File: config.mk
export PLATFORM = sky130hd
export DESIGN_NAME = length_prefixed_frame_receiver
export DESIGN_NICKNAME = d
export VERILOG_FILES = /design/src/lpfr_pkg.sv /design/src/lpfr_step.sv /design/src/length_prefixed_frame_receiver.sv
export SDC_FILE = /design/constraint.sdc
export NUM_CORES = 1
export LEC_CHECK = 0
export BUFFER_PORTS_ARGS = -buffer_cell sky130_fd_sc_hd__clkbuf_2
export CAP_MARGIN = 20
export CORE_MARGIN = 5
export CORE_UTILIZATION = 35
export DETAILED_ROUTE_END_ITERATION = 8
export SETUP_SLACK_MARGIN = 0.15
export SYNTH_ARGS = -nofsm -noshare
export SYNTH_HDL_FRONTEND = slang
export SYNTH_SLANG_ARGS = --single-unit
File: constraint.sdc
create_clock -name clk -period 3.7 [get_ports clk]
set_input_delay 0.74 -clock clk [delete_from_list [all_inputs] [get_ports clk]]
set_output_delay 0.74 -clock clk [all_outputs]
set_load 0.1 [all_outputs]
File: src/lpfr_pkg.sv
// Types, codes and constants of the length-prefixed frame receiver.
package lpfr_pkg;

    localparam logic [15:0] LENGTH_FIELD_BYTES = 16'd4;

    // Receive phase codes
    localparam logic [1:0] PH_LEN    = 2'd0;
    localparam logic [1:0] PH_BODY   = 2'd1;
    localparam logic [1:0] PH_BROKEN = 2'd2;

    // Result status codes
    localparam logic [1:0] ST_STORED  = 2'd0;
    localparam logic [1:0] ST_LAST    = 2'd1;
    localparam logic [1:0] ST_REJECT  = 2'd2;
    localparam logic [1:0] ST_DISCARD = 2'd3;

    // Configuration register indexes
    localparam logic [1:0] CFG_MIN = 2'd0;
    localparam logic [1:0] CFG_MAX = 2'd1;

    localparam logic [15:0] MIN_RESET = 16'd16;
    localparam logic [15:0] MAX_RESET = 16'd4096;

    typedef struct packed {
        logic [1:0]  phase;
        logic [15:0] byte_count;
        logic [31:0] length_value;
    } lpfr_state_t;

    typedef struct packed {
        logic [31:0] message_length;
        logic [15:0] byte_index;
        logic [1:0]  status;
        logic [7:0]  out_byte;
    } lpfr_result_t;

    localparam lpfr_state_t STATE_RESET = '{phase: PH_LEN, byte_count: 16'd0,
                                            length_value: 32'd0};

endpackage

File: src/lpfr_step.sv
// Per-byte deframing step: next state and result for one received byte.
module lpfr_step
    import lpfr_pkg::*;
(
    input  lpfr_state_t  state,
    input  logic [7:0]   rx_byte,
    input  logic [15:0]  min_bytes,
    input  logic [15:0]  max_bytes,
    output lpfr_state_t  state_next,
    output lpfr_result_t result
);

    logic [15:0] count_inc;
    logic [31:0] length_merged;
    logic        length_bad;

    assign count_inc     = state.byte_count + 16'd1;
    // little-endian: byte n of the length field lands in bits 8n+7:8n
    assign length_merged = state.length_value
                         | ({24'd0, rx_byte} << {state.byte_count[1:0], 3'b000});
    assign length_bad    = (state.length_value < {16'd0, min_bytes})
                         || (state.length_value > {16'd0, max_bytes});

    always_comb
    begin
        state_next            = state;
        result.out_byte       = rx_byte;
        result.status         = ST_STORED;
        result.byte_index     = state.byte_count;
        result.message_length = state.length_value;
        case (state.phase)
            PH_LEN:
            begin
                state_next.length_value = length_merged;
                state_next.byte_count   = count_inc;
                result.message_length   = length_merged;
                if (count_inc >= LENGTH_FIELD_BYTES)
                begin
                    state_next.phase = PH_BODY;
                end
            end
            PH_BODY:
            begin
                if (length_bad)
                begin
                    state_next.phase = PH_BROKEN;
                    result.status    = ST_REJECT;
                end
                else if ({16'd0, count_inc} >= state.length_value)
                begin
                    result.status = ST_LAST;
                    state_next    = STATE_RESET;
                end
                else
                begin
                    state_next.byte_count = count_inc;
                end
            end
            default:
            begin
                // broken: drop everything until reset
                result.status     = ST_DISCARD;
                result.byte_index = 16'd0;
            end
        endcase
    end

endmodule

File: src/length_prefixed_frame_receiver.sv
// Top level of the length-prefixed frame receiver.
//
//  channel  | dir | handshake          | payload
//  ---------+-----+--------------------+---------------------------------------------
//  s_*      | in  | s_tvalid/s_tready  | s_tdata[7:0] rx_byte
//  m_*      | out | m_tvalid/m_tready  | m_tdata[7:0] out_byte, [23:8] byte_index,
//           |     |                    |   [55:24] message_length; m_tuser[1:0] status
//  cfg_*    | in  | cfg_we             | cfg_index 0 min, 1 max; cfg_data[15:0]
//
// One item per cycle sustained while m_tready stays high; path: input register, then result register.
// The frame state advances when a byte moves from the input register to the result register.
// A stalled m_tready holds the result; the input register then holds too, and s_tready drops
// only when both are full.
// rst_n clears the frame state to "reading length field" and loads min 16, max 4096.
module length_prefixed_frame_receiver
    import lpfr_pkg::*;
(
    input  logic        clk,
    input  logic        rst_n,
    input  logic        s_tvalid,
    output logic        s_tready,
    input  logic [7:0]  s_tdata,    // [7:0] rx_byte
    output logic        m_tvalid,
    input  logic        m_tready,
    output logic [55:0] m_tdata,    // [7:0] out_byte, [23:8] byte_index, [55:24] message_length
    output logic [1:0]  m_tuser,    // [1:0] status
    input  logic        cfg_we,
    input  logic [1:0]  cfg_index,
    input  logic [15:0] cfg_data
);

    logic         in_valid_reg;
    logic         in_valid_next;
    logic [7:0]   in_byte_reg;
    logic         out_valid_reg;
    logic         out_valid_next;
    lpfr_result_t out_result_reg;
    lpfr_state_t  state_reg;
    lpfr_state_t  state_next;
    lpfr_result_t step_result;
    logic [15:0]  min_reg;
    logic [15:0]  max_reg;
    logic         advance;

    // move the held byte into the result register when that slot is free or draining
    assign advance  = in_valid_reg && (!out_valid_reg || m_tready);
    assign s_tready = !in_valid_reg || advance;

    lpfr_step u_step (
        .state      (state_reg),
        .rx_byte    (in_byte_reg),
        .min_bytes  (min_reg),
        .max_bytes  (max_reg),
        .state_next (state_next),
        .result     (step_result)
    );

    always_comb
    begin
        in_valid_next = in_valid_reg;
        if (s_tvalid && s_tready)
        begin
            in_valid_next = 1'b1;
        end
        else if (advance)
        begin
            in_valid_next = 1'b0;
        end

        out_valid_next = out_valid_reg;
        if (advance)
        begin
            out_valid_next = 1'b1;
        end
        else if (m_tready)
        begin
            out_valid_next = 1'b0;
        end
    end

    // control state, frame state and configuration
    always_ff @(posedge clk or negedge rst_n)
    begin
        if (!rst_n)
        begin
            in_valid_reg  <= 1'b0;
            out_valid_reg <= 1'b0;
            state_reg     <= STATE_RESET;
            min_reg       <= MIN_RESET;
            max_reg       <= MAX_RESET;
        end
        else
        begin
            in_valid_reg  <= in_valid_next;
            out_valid_reg <= out_valid_next;
            if (advance)
            begin
                state_reg <= state_next;
            end
            if (cfg_we)
            begin
                case (cfg_index)
                    CFG_MIN: min_reg <= cfg_data;
                    CFG_MAX: max_reg <= cfg_data;
                    default: ;  // drop writes to unknown indexes
                endcase
            end
        end
    end

    // payload registers, no reset
    always_ff @(posedge clk)
    begin
        if (s_tvalid && s_tready)
        begin
            in_byte_reg <= s_tdata;
        end
        if (advance)
        begin
            out_result_reg <= step_result;
        end
    end

    assign m_tvalid = out_valid_reg;
    assign m_tdata  = {out_result_reg.message_length, out_result_reg.byte_index,
                       out_result_reg.out_byte};
    assign m_tuser  = out_result_reg.status;

endmodule

==> results.ini <==
[critical_path]
start_kind = register
end_kind = register
timing_worst_setup_path_type = register to register
critPathMaxFanout = 11
worst_ep_arrival_time_ns = 3.61
critPathRequiredTime_ns = 4.01

[route]
drtIter0Drc = 287
vias = 5079
wire_per_inst_um = 16.7
dr.pass1.iters = 5
drc = 0
postRouteAntennaNets = 0
drt-total-wl_um = 17000
vias_per_cell = 4.98

[final_layout]
fill_cells = 1994
largest_register_ffs = 56
num-nets-final = 817
area_growth_syn_to_layout_pct = 18.9
final_util_pct = 42.6
drive_above_1_share_pct = 24.9
num_antenna_cells = 0
final-instance-count-excl-fill = 1020

[clock_network]
cts_tree = built
clock_latency_ns = 0.43
clockRootBuffer = clkbuf_16
htreeDepth = 4
numCtsBuffers = 17
hold_buffers = 0
clock_path_buffers = 2
clk_pin_slew_ns = 0.06
cts.sinks = 150

[die]
row_count = 52
io_pins = 91
initial_core_util_pct = 35.8
die_area_um2 = 23900
die_h_um = 155
core_um2 = 20400
die_w_um = 155

[power]
p_per_area_nw_per_um2 = 585
ir_drop_mv = 0.332
p_leak_nw = 3.84

[yosys]
synth_top_family_by_area = simple AND/OR/NAND/NOR gates
synthXorXnorAreaFrac_pct = 1.56
ys_top_cells_by_area = dfrtp_1, edfxtp_1, ha_1
synthSimpleGateAreaFrac_pct = 15.1
synth_edf_count = 66
ys_seq_area_share_pct = 55.8
synthFlopType = dfrtp_1
ys_warn_count = 0
syn_area_um2 = 7320
synth_top_area_cell = dfrtp_1
yosys-top-cells-count = dfrtp_1, nand2_1, edfxtp_1
syn_nets = 720
synth_top_area_share_pct = 28.0
synth_seq_cells = 150
synth.area.mux_share_pct = 2.62
syn_avg_cell_area_um2 = 11.4
ys_async_sr_fraction_pct = 56.0
synth_cell_types = 62
synth-compound-area-share_pct = 11.4
synth_cells = 641
synthAdderAreaFrac_pct = 8.21

[timing]
rsz0062_at_grt = no
fmax_mhz = 304
fin_ws_ns = 0.408
finalMaxSlewViolations = 0
fin_skew_ns = 0.00921
worst_slew_pin_slew_ns = 0.921
period_needed_ns = 3.29
fin_setup_tns_ns = 0
relSlewSlack_pct = 38.1
setup-violations-final = 0
fin_crit_sh_pct = 89.0
hold_viol_final = 0

[run_status]
outcome = complete, no violations

[placement]
post-dp-hpwl_um = 12400
place_inst = 986
gp_congestion = 0.870
io_buffers = 90
pre_cts_ws_ns = 0.274

[global_route]
grt_pass1_wl_um = 27400
antenna_found_initial = 0
grt.total_usage_pct = 14.6
grt_max_degree = 85
grt_pass1_vias = 5059
grt_overflow = 0

[run]
cap_violations = 0

[min_path]
min_path_type = input pin to asynchronous set/reset pin

[cell type report]
class	count	area, µm²	area share, %
Sequential cell	150	4090	47.0
Multi-Input combinational cell	407	2880	33.2
Timing Repair Buffer	106	597	6.86
Clock buffer	18	429	4.93
Tap cell	270	338	3.88
Inverter	56	210	2.42
Clock inverter	13	150	1.73
[cell families (layout without fill, tap and decap cells)]
family / after synthesis / in the layout
and+or+nand+nor: 203 / 203
DFF: 150 / 150
adders and majority gates: 48 / 48
xor gates and xnor gates: 13 / 13
muxes: 17 / 17
buffers and inverters: 84 / 193
AOI/OAI and AO/OA: 126 / 126
[layer usage]
layer / track usage, % / up-vias / routed length (µm)
met2: 23.0 / 120 / 7970
met4: 4.84 / 0 / 308
met1: 19.9 / 2455 / 7770
met5: 0 / - / 0
li1: - / 2482 / -
met3: 3.66 / 22 / 997
[layout by cell type, fill, tap and decap left out, types with 15 or more instances in the layout]
cell type / synthesis / routed
clkbuf_2: 6 / 89
nand2_1: 82 / 81
dfrtp_1: 82 / 80
edfxtp_1: 66 / 66
inv_1: 56 / 55
ha_1: 48 / 47
a21oi_1: 35 / 34
o21ai_0: 30 / 30
nand4_1: 26 / 26
nor2b_1: 19 / 19
a21o_1: 19 / 19
mux2_2: 17 / 17
clkbuf_16: 0 / 17
nand3_1: 15 / 15
buf_4: 1 / 15
[critical path: stages, from the launching register on]
cell     delay, ns
dfrtp_2       0.46
ha_2          0.26
and4_2        0.30
nand3_1       0.17
nor3b_2       0.22
xor2_1        0.26
ha_1          0.28
nand2_1       0.07
o21ai_0       0.11
a21oi_2       0.17
o21ai_4       0.10
a21o_1        0.23
nor3b_4       0.15
buf_4         0.17
a31o_1        0.22
[path summary, 6_finish.rpt]
kind	startpoint	to	slack (ns)	cells after the start
max reg2reg	state_reg[32]$_DFFE_PN0P_	state_reg[31]$_DFFE_PN0P_	0.41	14
min in group clk	s_tdata[7]	in_byte_reg[7]$_DFFE_PP_	0.48	1
max	state_reg[32]$_DFFE_PN0P_	state_reg[31]$_DFFE_PN0P_	0.41	14
min reg2reg	in_valid_reg$_DFFE_PN0P_	m_tvalid$_DFFE_PN0P_	0.49	1
min	rst_n	state_reg[39]$_DFFE_PN0P_	0.30	1
max in group asynchronous	rst_n	min_reg[4]$_DFFE_PN1P_	2.73	2
[timing repair]
item / in CTS / in global routing
setup endpoints to repair: 0 / 49
resized for setup: 0 / 13
setup buffers: 0 / 2
[where the power goes]
part | internal, mW | switching, mW | total [mW]
clock network | 0.998 | 0.707 | 1.71
registers | 1.98 | 0.185 | 2.16
logic | 0.361 | 0.866 | 1.23
[through the flow]
stage	total power [mW]	hold WS, ns	area (µm²)
finish	5.09	0.297	8700
detailed placement	3.41	0.481	8030
global placement	3.39	0.473	8030
global route	5.35	0.322	8700
floorplan	3.15	0.421	7320
CTS	5.13	0.470	8610
No activity file was read; power rests on OpenSTA's default activity.
